$ cat src/design/rsm_pkg.sv
// ----------------------------------------------------------------------------
// rsm_pkg
// Shared types, opcodes and controller/datapath interface for the register
// stack machine core.
// ----------------------------------------------------------------------------
package rsm_pkg;

  localparam int WORD_W        = 32;
  localparam int NUM_REGS      = 5;
  localparam int REG_IDX_W     = 3;
  localparam int PC_OUT_W      = 10;
  localparam int PROGRAM_WORDS = 1024;
  localparam int DATA_WORDS    = 1024;
  localparam int STACK_DEPTH   = 256;
  localparam int DIV_STEPS     = 32;
  localparam int DIV_CNT_W     = 5;

  // Step commands
  typedef enum logic [1:0] {
    CMD_EXEC   = 2'd0,
    CMD_WRITE  = 2'd1,
    CMD_SET_PC = 2'd2,
    CMD_NONE   = 2'd3
  } cmd_t;

  // Opcodes, dense from zero
  typedef enum logic [4:0] {
    OP_ADD, OP_SUB, OP_MUL, OP_DIV, OP_MOD, OP_AND, OP_OR, OP_XOR, OP_NOT,
    OP_SHL, OP_SHR, OP_CMP, OP_JMP, OP_JEQ, OP_JNE, OP_JLT, OP_JGT, OP_JLE,
    OP_JGE, OP_PUSH, OP_POP, OP_LOAD, OP_STORE, OP_MOV, OP_MOVR, OP_PRINT,
    OP_READ, OP_NOP, OP_HALT
  } op_t;

  localparam logic [WORD_W-1:0] OP_LAST = WORD_W'(OP_HALT);

  typedef enum logic [3:0] {
    ST_IDLE, ST_OPC, ST_ARG1, ST_ARG2, ST_EXEC, ST_MEM, ST_DIVS, ST_DIVW, ST_FIN
  } state_t;

  // Controller to datapath
  typedef struct packed {
    logic accept;
    logic latch_op;
    logic fetch;
    logic latch_x;
    logic latch_y;
    logic exec;
    logic mem_wb;
    logic div_step;
    logic div_wb;
    logic publish;
  } ctrl_cmd_t;

  // Datapath to controller
  typedef struct packed {
    logic       in_is_exec;
    logic [1:0] new_args;
    logic [1:0] cur_args;
    logic       mem_rd;
    logic       div_run;
    logic       div_last;
    logic       out_free;
  } dp_status_t;

  // Number of operand words that follow an opcode
  function automatic logic [1:0] op_args(input op_t op);
    logic [1:0] n;
    n = 2'd0;
    unique case (op)
      OP_MOV, OP_MOVR: n = 2'd2;
      OP_PRINT:        n = 2'd1;
      default:         n = 2'd0;
    endcase
    return n;
  endfunction

endpackage

$ cat src/design/rsm_ctrl.sv
// ----------------------------------------------------------------------------
// rsm_ctrl
// Sequencer: accept, fetch opcode and operands, execute, memory or divide
// wait, then hand the result to the output register.
// ----------------------------------------------------------------------------
module rsm_ctrl (
  input  logic                clk,
  input  logic                rst_n,
  input  logic                in_valid,
  output logic                in_ready,
  input  rsm_pkg::dp_status_t st,
  output rsm_pkg::ctrl_cmd_t  cmd
);

  import rsm_pkg::*;

  state_t state_r, state_nxt;

  // State register
  always_ff @(posedge clk) begin
    if (!rst_n) begin
      state_r <= ST_IDLE;
    end else begin
      state_r <= state_nxt;
    end
  end

  // Next state and commands
  always_comb begin
    state_nxt = state_r;
    cmd       = '0;
    in_ready  = 1'b0;
    unique case (state_r)
      ST_IDLE: begin
        in_ready = 1'b1;
        if (in_valid) begin
          cmd.accept = 1'b1;
          state_nxt  = st.in_is_exec ? ST_OPC : ST_FIN;
        end
      end
      ST_OPC: begin
        cmd.latch_op = 1'b1;
        if (st.new_args != 2'd0) begin
          cmd.fetch = 1'b1;
          state_nxt = ST_ARG1;
        end else begin
          state_nxt = ST_EXEC;
        end
      end
      ST_ARG1: begin
        cmd.latch_x = 1'b1;
        if (st.cur_args == 2'd2) begin
          cmd.fetch = 1'b1;
          state_nxt = ST_ARG2;
        end else begin
          state_nxt = ST_EXEC;
        end
      end
      ST_ARG2: begin
        cmd.latch_y = 1'b1;
        state_nxt   = ST_EXEC;
      end
      ST_EXEC: begin
        cmd.exec = 1'b1;
        if (st.mem_rd) begin
          state_nxt = ST_MEM;
        end else if (st.div_run) begin
          state_nxt = ST_DIVS;
        end else begin
          state_nxt = ST_FIN;
        end
      end
      ST_MEM: begin
        cmd.mem_wb = 1'b1;
        state_nxt  = ST_FIN;
      end
      ST_DIVS: begin
        cmd.div_step = 1'b1;
        if (st.div_last) begin
          state_nxt = ST_DIVW;
        end
      end
      ST_DIVW: begin
        cmd.div_wb = 1'b1;
        state_nxt  = ST_FIN;
      end
      ST_FIN: begin
        if (st.out_free) begin
          cmd.publish = 1'b1;
          state_nxt   = ST_IDLE;
        end
      end
      default: begin
        state_nxt = ST_IDLE;
      end
    endcase
  end

endmodule

$ cat config.mk
export PLATFORM = sky130hd
export DESIGN_NAME = rsm_ctrl
export DESIGN_NICKNAME = d
export VERILOG_FILES = /design/src/design/rsm_pkg.sv /design/src/design/rsm_ctrl.sv
export SDC_FILE = /design/constraint.sdc
export NUM_CORES = 1
export LEC_CHECK = 0
export ABC_AREA = 1
export BUFFER_PORTS_ARGS = -buffer_cell sky130_fd_sc_hd__buf_2
export CORE_AREA = 4 4 41 43
export DETAILED_ROUTE_END_ITERATION = 7
export DIE_AREA = 0 0 45 47
export SYNTH_ARGS = -nofsm -noshare
export SYNTH_HDL_FRONTEND = slang
export SYNTH_SLANG_ARGS = --single-unit
$ cat constraint.sdc
create_clock -name clk -period 2.1 [get_ports clk]
set_input_delay 0.315 -clock clk [delete_from_list [all_inputs] [get_ports clk]]
set_output_delay 0.315 -clock clk [all_outputs]
set_load 0.05 [all_outputs]
## Word-level counts from Yosys, hierarchy flattened

Cells that the tools add are included.

- Flip-flop bits (word level): 4
- Input bits: 12
- Output and inout port bits: 11
- Word-level logic and storage cells: 41

- Equality and inequality tests: 12
- Mux-type cells: 24
- Reductions and logical operators: 4

Operator list:

| operator | count |
|---|---|
| one-hot mux 4 bit (8 select lines) | 1 |
| 2-to-1 mux 4 bit | 6 |
| == test 4 x 3 -> 1 bit, second input constant | 4 |
| 2-to-1 mux 1 bit | 14 |
| == test 4 x 2 -> 1 bit, second input constant | 2 |
| 2-to-1 mux 3 bit | 2 |
| != test 2 bit, second input constant | 3 |
| == test 4 x 1 -> 1 bit, second input constant | 1 |
| == test 4 bit, second input constant | 1 |
| logical NOT 4 bit | 1 |
| AND reduction 3 bit | 1 |
| == test 2 bit, second input constant | 1 |
| one-hot mux 1 bit (2 select lines) | 1 |
| nonzero test 2 bit | 1 |
| OR reduction 2 bit | 1 |

## Longest topological paths before layout

Gate-level depths: netlist of the first run.

- Depth in word-level cells: 3
- Depth in mapped cells: 8
- Depth with buffers taken out: 8

## Worst setup path before layout of the first run

No wires, ideal clock.

- Path kind: reg2out
- Start point: register state_r[2]
- End point: output port cmd[1] (netlist bit)
- Arrival time: 1578 ps
- Data required time: 1785 ps
- Slack: 207 ps
- Cell stages (with the launch flop): 3
- Buffers on the path: 0
- Cells stage by stage: dfxtp_1 -> nand2_1 -> nor3_1

RTL lines:

| item | RTL line | text |
|---|---|---|
| start, declared | rsm_ctrl.sv:17 | `state_t state_r, state_nxt;` |
| start signal, assigned | rsm_ctrl.sv:24 | `state_r <= state_nxt;` |
| end, declared | rsm_ctrl.sv:12 | `output rsm_pkg::ctrl_cmd_t cmd` |

==> results of run 1 <==
[power breakdown]
group | total (mW) | internal (mW) | switching [mW] | leakage (nW)
registers | 0.0969 | 0.0849 | 0.0120 | 0.0326
clock network | 0.0952 | 0.0639 | 0.0313 | 0.0138
logic | 0.201 | 0.0544 | 0.147 | 0.300
total | 0.393 | 0.203 | 0.190 | 0.346
[cell families after synthesis]
group                  share of synthesized area (%)
DFF                                             20.5
buffers and inverters                           16.3
and+or+nand+nor                                 54.8
AOI/OAI and AO/OA                               8.33
[final cells by class]
class,instances,area (um2),share of cell area [%]
Timing Repair Buffer,22,110,20.3
Multi-Input combinational cell,50,246,45.5
Clock buffer,3,22.5,4.16
Sequential cell,4,80.1,14.8
Inverter,17,63.8,11.8
Tap cell,15,18.8,3.46
[critical path, delay by kind of cell, from the launching register on]
kind / cells / cell delay [ns]
simple gates: 2 / 0.25
buf+inv: 2 / 0.36
flops: 1 / 0.40
compound gates: 1 / 0.09
[layer usage]
layer / global-route usage (%) / part of all wire (%) / up-vias
li1: - / - / 264
met4: 5.26 / 1.3 / 0
met3: 3.45 / 8.2 / 4
met1: 13.4 / 49 / 203
met2: 14.1 / 42 / 17
met5: 0 / 0 / -
[final timing paths]
check	slack [ns]	from	cells past startpoint	end
max	0.44	state_r[1]	5	cmd[7]
min	0.35	rst_n	3	state_r[1]
max reg2reg	0.93	state_r[1]	7	state_r[3]
min reg2reg	0.75	state_r[1]	4	state_r[2]
[layout by cell type (no fill, tap or decap)]
cell type,netlist,routed
inv_2,5,5
o21ai_1,2,2
nand3_1,7,7
buf_2,0,22
a21oi_2,1,1
nand2_2,1,1
inv_1,12,12
nor2_1,13,13
clkbuf_4,0,3
nand3b_1,1,1
a21oi_1,1,1
nor2_4,3,3
o21ai_2,1,1
dfxtp_1,4,4
nand2_1,16,16
nor2_2,2,2
nor3_1,2,2
==> summary.md, run 1 <==
| Metric | Value |
|---|---|
| Worst-path fanout max | 5 |
| Htree depth | 1 |
| Fill cells | 152 |
| Critical path class | flip-flop to output pin |
| Post-synth top flop | dfxtp_1 |
| Final net count | 110 |
| Gp weighted congestion | 0.825 |
| Die width | 45 um |
| Leakage | 0.346 nW |
| Worst EP arrival | 1.34 ns |
| Power Total | 0.393 mW |
| Leading registers by flop count | state_r x4 |
| RSZ-0062 raised after global routing | no |
| Final Util | 41.6% |
| Synth async-reset ratio | 0% |
| First-pass GRT wire length | 1.49 mm |
| Number of hold buffers added after cts | 0 |
| CP max stage delay | 0.40 ns |
| Final setup TNS | 0 ns |
| Initial antenna violation count | 0 |
| Clk root buf | clkbuf_4 |
| Largest net degree at the start of global routing | 8 |
| Synth area leaders | dfxtp_1 (21%), nand2_1 (15%), nor2_1 (13%) |
| Final Non-Filler Cells | 111 |
| Post-synth top area share | 20.5% |
| Clock transition at path regs | 0.04 ns |
| # resized after CTS | 0 |
| Share of layout cells above drive strength 1 | 39.6% |
| Cell area after layout | 542 um2 |
| Peak Freq | 603 MHz |
| Post-layout min period | 1.66 ns |
| Total wire length | 981 um |
| Ratio of total power to cell area | 726 mW/mm2 |
| Crit path cell chain | inv_2 -> nor2_4 -> nand3_1 -> o21ai_2 -> buf_2 |
| Pre-CTS setup slack | 0.689 ns |
| DP Wirelength | 857 um |
| Largest area contributor in the netlist | dfxtp_1 |
| DR WL/cell | 8.84 um |
| Worst setup SP type | flip-flop |
| Worst vdd ir | 0.392 mV |
| Cells after synthesis | 71 |
| P&R area growth vs syn | 38.8% |
| Final setup fails | 0 |
| Clock Path Buffers | 2 |
| Vias/cell | 4.40 |
| Remaining DRCs | 0 |
| Rel. slew slack | 83.3% |
| Yosys reg bits | 4 |
| DR pass1 iterations | 4 |
| Fin crit share | 79.0% |
| MaxCap Viol Count | 0 |
| Max Slew Vio Count | 0 |
| Inst Count DP | 108 |
| Starting Density | 30.0% |
| Min Hold Slack | 0.350 ns |
| Synth top cells by count | nand2_1 (16), nor2_1 (13), inv_1 (12), nand3_1 (7), inv_2 (5) |
| Largest register FFs | 4 |
| YS warnings | 0 |
| Hold Crit Class | input pin to flip-flop |
| Total core area | 0.00130 mm2 |
| Post-synth EDFFs | 0 |
| Post-Syn Nets | 83 |
| Top reg by flops | state_r |
| Vias in the first global route | 384 |
| Seq/Total Area, Yosys | 20.5% |
| Final worst slack | 0.441 ns |
| Synth Cell Area | 390 um2 |
| Crit-path slowest cell | dfxtp_1 |
| Cell area after placement | 519 um2 |
| Status | completed |
| Setup Buffers After CTS | 0 |
| GRT overflow | 0 |
| Die ar. | 0.00212 mm2 |
| Final Hold Viols | 0 |
| Routed Antenna Nets | 0 |
| Site row count | 13 |
| TritonCTS clock tree | done |
| DRT iter0 DRCs | 15 |
| Average size of a mapped cell | 5.50 um2 |
| Clk Latency, worst-skew pair | 0.23 ns |
| CP Capture Type | output pin |
| Most frequent cell after synthesis | nand2_1 |
| IO buf count | 22 |
| Worst Max-Slew Pin Slew | 0.249 ns |
| Via count | 488 |
| TritonCTS Sinks | 4 |
| CTS buffer count | 3 |
| Final setup skew | 0.00161 ns |
| Antenna fix cells | 0 |
| Synth unique cells | 15 |
| Worst Path Required | 1.78 ns |
| IO Pins | 23 |
| Die height | 47 um |
| Total track usage | 10.0% |
Note: power is estimated with default switching activity, not from simulation.
==> inputs of run 2 (changes only) <==
ABC_AREA = 0   (was 1)
clock period = 1.3 ns   (was 2.1 ns; I/O delays follow)
==> summary.md, run 2 <==
| Metric | Value |
|---|---|
| Status | complete, but fails checks |
| Violated checks | setup timing |
| Die width | 45 um (unchanged) |
| DR WL/cell | 16.5 um (+87%) |
| Fill cells | 89 (-41%) |
| Antenna fix cells | 0 (unchanged) |
| Synth Area in XOR/XNOR | 0% (unchanged) |
| CTS buffer count | 3 (unchanged) |
| CP Capture Type | output pin |
| Final setup TNS | -1.65 ns (-1.65 ns) |
| Setup slack, reg-to-reg | -0.08 ns (-1.01 ns) |
| Seq/Total Area, Yosys | 19.2% (-1.3 points) |
| Routed Antenna Nets | 0 (unchanged) |
| Starting Density | 32.0% (+2.0 points) |
| Remaining DRCs | 0 (unchanged) |
| Largest area contributor in the netlist | dfxtp_1 |
| TritonCTS Sinks | 4 (unchanged) |
| Dominant combinational cell family by area after synthesis | simple AND/OR/NAND/NOR gates |
| Routing usage on met1 | 18.9% (+5.5 points) |
| Worst setup SP type | flip-flop |
| IO buf count | 22 (unchanged) |
| P&R area growth vs syn | 144% |
| Gp weighted congestion | 0.749 (-9.2%) |
| Yosys reg bits | 4 (unchanged) |
| Initial antenna violation count | 0 (unchanged) |
| Site row count | 13 (unchanged) |
| Vias/cell | 5.32 (+21%) |
| DRT iter0 DRCs | 19 (+4) |
| First-pass GRT wire length | 2.68 mm (+80%) |
| Most common cell after layout, fill and taps aside | buf_6 |
| Final setup fails | 13 (+13) |
| Final Util | 78.1% (+36 points) |
| Leakage | 0.417 nW (+20%) |
| Clock transition at path regs | 0.04 ns (about the same) |
| Ratio of total power to cell area | 767 mW/mm2 (+5.6%) |
| Post-synth top flop | dfxtp_1 |
| Final Hold Viols | 0 (unchanged) |
| FF-to-FF End | state_r[3] |
| Worst Path Required | 1.11 ns (-0.67 ns) |
| Multiplexer share of the synthesized area | 0% (unchanged) |
| MaxCap Viol Count | 0 (unchanged) |
| Crit path from | state_r[3] |
| Post-synth EDFFs | 0 (unchanged) |
| Synth Area in Simple Gates | 46.2% (-8.6 points) |
| Clk Latency, worst-skew pair | 0.24 ns (about the same) |
| Worst-path fanout max | 4 (-1) |
| Post-layout min period | 1.50 ns |
| Final net count | 110 (unchanged) |
| Fin crit share | 116% |
| Total wire length | 1.84 mm (+87%) |
| TritonCTS clock tree | done |
| Die height | 47 um (unchanged) |
| Final setup skew | 0.000248 ns (-0.00136 ns) |
| Vias in the first global route | 613 (+60%) |
| Total track usage | 18.5% (+8.5 points) |
| RSZ-0062 raised after global routing | yes |
| Max Slew Vio Count | 0 (unchanged) |
| Top reg by flops | state_r |
| Leading registers by flop count | state_r x4 |
| Worst Max-Slew Pin Slew | 0.305 ns (+0.0557 ns) |
| Met3 usage | 2.30% (-1.1 points) |
| Clk root buf | clkbuf_4 |
| Sequential Area | 95.1 um2 (+19%) |
| Area of the multi-input gates | 433 um2 (+76%) |
| Post-synth top area share | 19.2% (-1.3 points) |
| Worst vdd ir | 0.392 mV (about the same) |
| Layer with the highest usage | met2 |
| Worst setup path end | cmd[9] |
| Synth unique cells | 28 (+13) |
| Average size of a mapped cell | 8.50 um2 (+55%) |
| DR pass1 iterations | 4 (unchanged) |
| Die ar. | 0.00212 mm2 (unchanged) |
| Share of layout cells above drive strength 1 | 81.3% (+42 points) |
| Synth Cell Area | 417 um2 (+6.7%) |
| Largest net degree at the start of global routing | 9 (+1) |
| Synth area leaders | dfxtp_1 (19%), a2111oi_4 (6.6%), nor2b_1 (6.0%) |
| FF-to-FF path depth | 4 (-3) |
| Synth async-reset ratio | 0% (unchanged) |
| Via count | 590 (+21%) |
| Peak Freq | 666 MHz |
| YS warnings | 0 (unchanged) |
| GRT overflow | 0 (unchanged) |
| Final worst slack | -0.202 ns (-0.643 ns) |
| Synth Area in Compound Gates | 25.2% (+17 points) |
| Rel. slew slack | 79.7% (-3.7 points) |
| Worst EP arrival | 1.31 ns (-0.03 ns) |
| FF-to-FF Start | state_r[1] |
| DP Wirelength | 1.03 mm (+20%) |
| Post-Syn Nets | 61 (-27%) |
| Power Total | 0.779 mW (+98%) |
| Htree depth | 1 (unchanged) |
| Hold Crit Class | input pin to flip-flop |
| Post-synthesis adder-cell area fraction | 0% (unchanged) |
| Largest register FFs | 4 (unchanged) |
| GR Util met2 | 34.2% (+20 points) |
| Pre-CTS setup slack | -0.122 ns (-0.811 ns) |
| Most frequent cell after synthesis | nor2_1 |
| IO Pins | 23 (unchanged) |
| Total core area | 0.00130 mm2 (unchanged) |
| Critical path class | flip-flop to output pin |
| Clock Path Buffers | 2 (unchanged) |
| Most frequent cells in the layout | buf_6 (17), buf_4 (13), buf_2 (12), buf_8 (6) |
| Synth top cells by count | nor2_1 (5), dfxtp_1 (4), nor2b_1 (4), nor3_1 (4) |
| Cells after synthesis | 49 (-31%) |
-- run 2: cell types whose count changed in the layout (fill, tap and decap cells not counted), sizes merged, moves of 4 or more --
cell and change:
nand2 -14, inv -15, nor2b +4, nor2 -13, nand3 -7, buf +26
-- run 2: worst min-delay path by stage --
stage,cells past startpoint,startpoint,to,slack [ns]
3_3_place_gp,3,rst_n,state_r[1],0.46
6_report,3,rst_n,state_r[1],0.24
5_1_grt,3,rst_n,state_r[1],0.22
4_1_cts,3,rst_n,state_r[1],0.21
2_1_floorplan,2,rst_n,state_r[1],0.30
3_5_place_dp,3,rst_n,state_r[1],0.46
-- run 2: area by class of cell --
class,count,area share (%)
clock buffers,3,2.22
multi-input cells,39,42.6
inverters,2,0.739
repair buffers,48,43.2
well taps,15,1.85
flip-flops and latches,4,9.36
-- run 2: repair_timing --
action / CTS / global route
hold endpoints to repair: 0 / 0
endpoints found under the setup margin: 14 / 15
hold buffers: 0 / 0
gates resized for setup: 43 / 13
pin swaps: 7 / 11
setup buffers: 6 / 3
-- run 2: routing by layer --
metal	wire length [um]	part of all wire, %
met2	1040	57
met5	0	0
met3	82	4.5
met4	61	3.3
met1	649	35
-- run 2: logic make-up (layout without fill, tap and decap cells) --
family | after synthesis | count (layout)
flops | 4 | 4
buf+inv | 6 | 53
simple gates | 29 | 29
compound gates | 10 | 10
-- run 2: power breakdown --
part | switching, mW | internal [mW] | total [mW]
sequential | 0.0249 | 0.133 | 0.158
combinational | 0.233 | 0.233 | 0.466
clock | 0.0519 | 0.103 | 0.155
total | 0.310 | 0.469 | 0.779
-- run 2: worst max-delay path: stages, from the launching register on --
cell and delay [ns]:
dfxtp_4 0.36, buf_6 0.12, nor4_4 0.26, and2_4 0.18, buf_8 0.14
-- run 2: through the flow --
stage          cells  area (um2)  hold slack [ns]
2_1_floorplan     49         515            0.297
5_1_grt          111        1020            0.224
3_5_place_dp      99         733            0.460
6_report         111        1020            0.236
3_3_place_gp      99         733            0.458
4_1_cts          108         943            0.205
==> inputs of run 3 (changes only) <==
REMOVE_ABC_BUFFERS = 1   (was unset)
==> summary.md, run 3 (synthesis gave the netlist of run 2 again) <==
| Metric | Value |
|---|---|
| Status | complete, but fails checks |
| Violated checks | setup timing |
| Met3 usage | 3.83% (+1.5 points) |
| Clk root buf | clkbuf_4 |
| Setup slack, reg-to-reg | -0.17 ns (-0.09 ns) |
| Share of layout cells above drive strength 1 | 75.0% (-6.3 points) |
| Worst vdd ir | 0.443 mV (+13%) |
| Worst Max-Slew Pin Slew | 0.338 ns (+0.0333 ns) |
| Die ar. | 0.00212 mm2 (unchanged) |
| FF-to-FF End | state_r[0] |
| CP Capture Type | output pin |
| Fin crit share | 118% (+2.2 points) |
| Worst Path Required | 1.11 ns (about the same) |
| Critical path class | flip-flop to output pin |
| IO Pins | 23 (unchanged) |
| P&R area growth vs syn | 106% |
| Gp weighted congestion | 0.814 (+8.7%) |
| RSZ-0062 raised after global routing | yes |
| Final Hold Viols | 0 (unchanged) |
| Starting Density | 32.0% (unchanged) |
| Site row count | 13 (unchanged) |
| First-pass GRT wire length | 2.15 mm (-20%) |
| Peak Freq | 653 MHz (-1.9%) |
| IO buf count | 22 (unchanged) |
| Top reg by flops | state_r |
| Worst setup SP type | flip-flop |
| GRT overflow | 0 (unchanged) |
| Cell area after layout | 860 um2 (-15%) |
| Most frequent cells in the layout | buf_4 (16), buf_2 (11), buf_6 (11) |
| Final worst slack | -0.231 ns (-0.0289 ns) |
| Routed Antenna Nets | 0 (unchanged) |
| DRT iter0 DRCs | 4 (-15) |
| Leakage | 0.352 nW (-16%) |
| MaxCap Viol Count | 0 (unchanged) |
| DP Wirelength | 1.01 mm (-2.0%) |
| CTS buffer count | 3 (unchanged) |
| Post-layout min period | 1.53 ns (+0.0289 ns) |
| Hold Crit Class | input pin to flip-flop |
| Routing usage on met1 | 14.8% (-4.1 points) |
| Worst EP arrival | 1.34 ns (+0.03 ns) |
| FF-to-FF path depth | 6 (+2) |
| WHS Path Cells | 3 (unchanged) |
| Rel. slew slack | 77.4% (-2.3 points) |
| Remaining DRCs | 0 (unchanged) |
| Clk Latency, worst-skew pair | 0.25 ns (about the same) |
| Via count | 542 (-8.1%) |
| Ratio of total power to cell area | 808 mW/mm2 (+5.3%) |
| TritonCTS Sinks | 4 (unchanged) |
| FF-to-FF Start | state_r[3] |
| Leading registers by flop count | state_r x4 |
| Clock Path Buffers | 2 (unchanged) |
| Antenna fix cells | 0 (unchanged) |
| Clock transition at path regs | 0.04 ns (about the same) |
| Cell area after placement | 612 um2 (-17%) |
| Total core area | 0.00130 mm2 (unchanged) |
| Worst Hold End | state_r[1] |
| Initial antenna violation count | 0 (unchanged) |
| DR pass1 iterations | 4 (unchanged) |
| Final setup fails | 13 (unchanged) |
| Largest register FFs | 4 (unchanged) |
| Final net count | 102 (-7.3%) |
| Vias in the first global route | 519 (-15%) |
| Pre-CTS setup slack | -0.129 ns (-0.00674 ns) |
| GR Util met2 | 27.4% (-6.8 points) |
| Layer with the highest usage | met2 |
| TritonCTS clock tree | done |
| Worst-path fanout max | 7 (+3) |
| Die height | 47 um (unchanged) |
| DR WL/cell | 15.0 um (-9.5%) |
| Max Slew Vio Count | 0 (unchanged) |
| Final setup skew | 0.00101 ns (+0.000759 ns) |
| Vias/cell | 5.26 (-1.0%) |
| Die width | 45 um (unchanged) |
| Most common cell after layout, fill and taps aside | buf_4 |
| Fill cells | 119 (+34%) |
| Total track usage | 14.1% (-4.4 points) |
| Largest net degree at the start of global routing | 9 (unchanged) |
| Hold path startpoint | rst_n |
| Total wire length | 1.54 mm (-16%) |
| Htree depth | 1 (unchanged) |
==> run 3: changes by cell type in the layout (fill, tap and decap cells not counted), sizes merged <==
cell | before | now
buf | 48 | 40
==> run 3: repair_timing <==
item                       CTS  global route
pin swaps                    8             7
gates resized for setup     49             5
setup endpoints to repair   15            15
setup buffers                4             2
hold buffers                 0             0
==> run 3: metrics by stage <==
stage / TNS (ns) / power [mW] / utilization, % / hold slack, ns / std cells
detailed placement: -0.544 / 0.424 / 47.0 / 0.472 / 95
global route: -2.60 / 0.724 / 66.1 / 0.227 / 103
finish: -2.03 / 0.694 / 66.1 / 0.227 / 103
global placement: -0.443 / 0.421 / 47.0 / 0.464 / 95
floorplan: -8.37 / 0.325 / - / 0.304 / 45
CTS: -1.83 / 0.677 / 63.1 / 0.226 / 101
==> run 3: routing by layer <==
layer,wire length (um),vias up
met3,92,0
met5,0,-
li1,-,263
met2,851,19
met4,0,0
met1,597,260
==> run 3: cell type report <==
| class | count | area (um2) | area share (%) |
|---|---|---|---|
| clock buffers | 3 | 22.5 | 2.62 |
| inverters | 2 | 7.51 | 0.873 |
| multi-input cells | 39 | 387 | 45.0 |
| flip-flops and latches | 4 | 95.1 | 11.1 |
| well taps | 15 | 18.8 | 2.18 |
| repair buffers | 40 | 329 | 38.3 |
==> run 3: critical path: stages, from the launching register on <==
cell and delay [ns]:
dfxtp_4 0.37, nor4b_2 0.31, o21ai_1 0.15, nand2_2 0.11, buf_8 0.15
==> run 3: worst max-delay path by stage <==
stage	startpoint	endpoint	cells past startpoint	slack [ns]
after floorplan	state_r[0]	cmd[9]	2	-1.51
after global placement	state_r[3]	state_r[0]	5	-0.11
after detailed placement	state_r[0]	cmd[7]	4	-0.13
after CTS	state_r[3]	cmd[7]	5	-0.23
after global routing	state_r[3]	cmd[7]	5	-0.27
final	state_r[2]	cmd[7]	4	-0.23
==> run 3: power by group <==
| part | total [mW] | internal, mW | switching (mW) |
|---|---|---|---|
| combinational | 0.370 | 0.168 | 0.201 |
| sequential | 0.156 | 0.133 | 0.0232 |
| clock | 0.169 | 0.104 | 0.0646 |
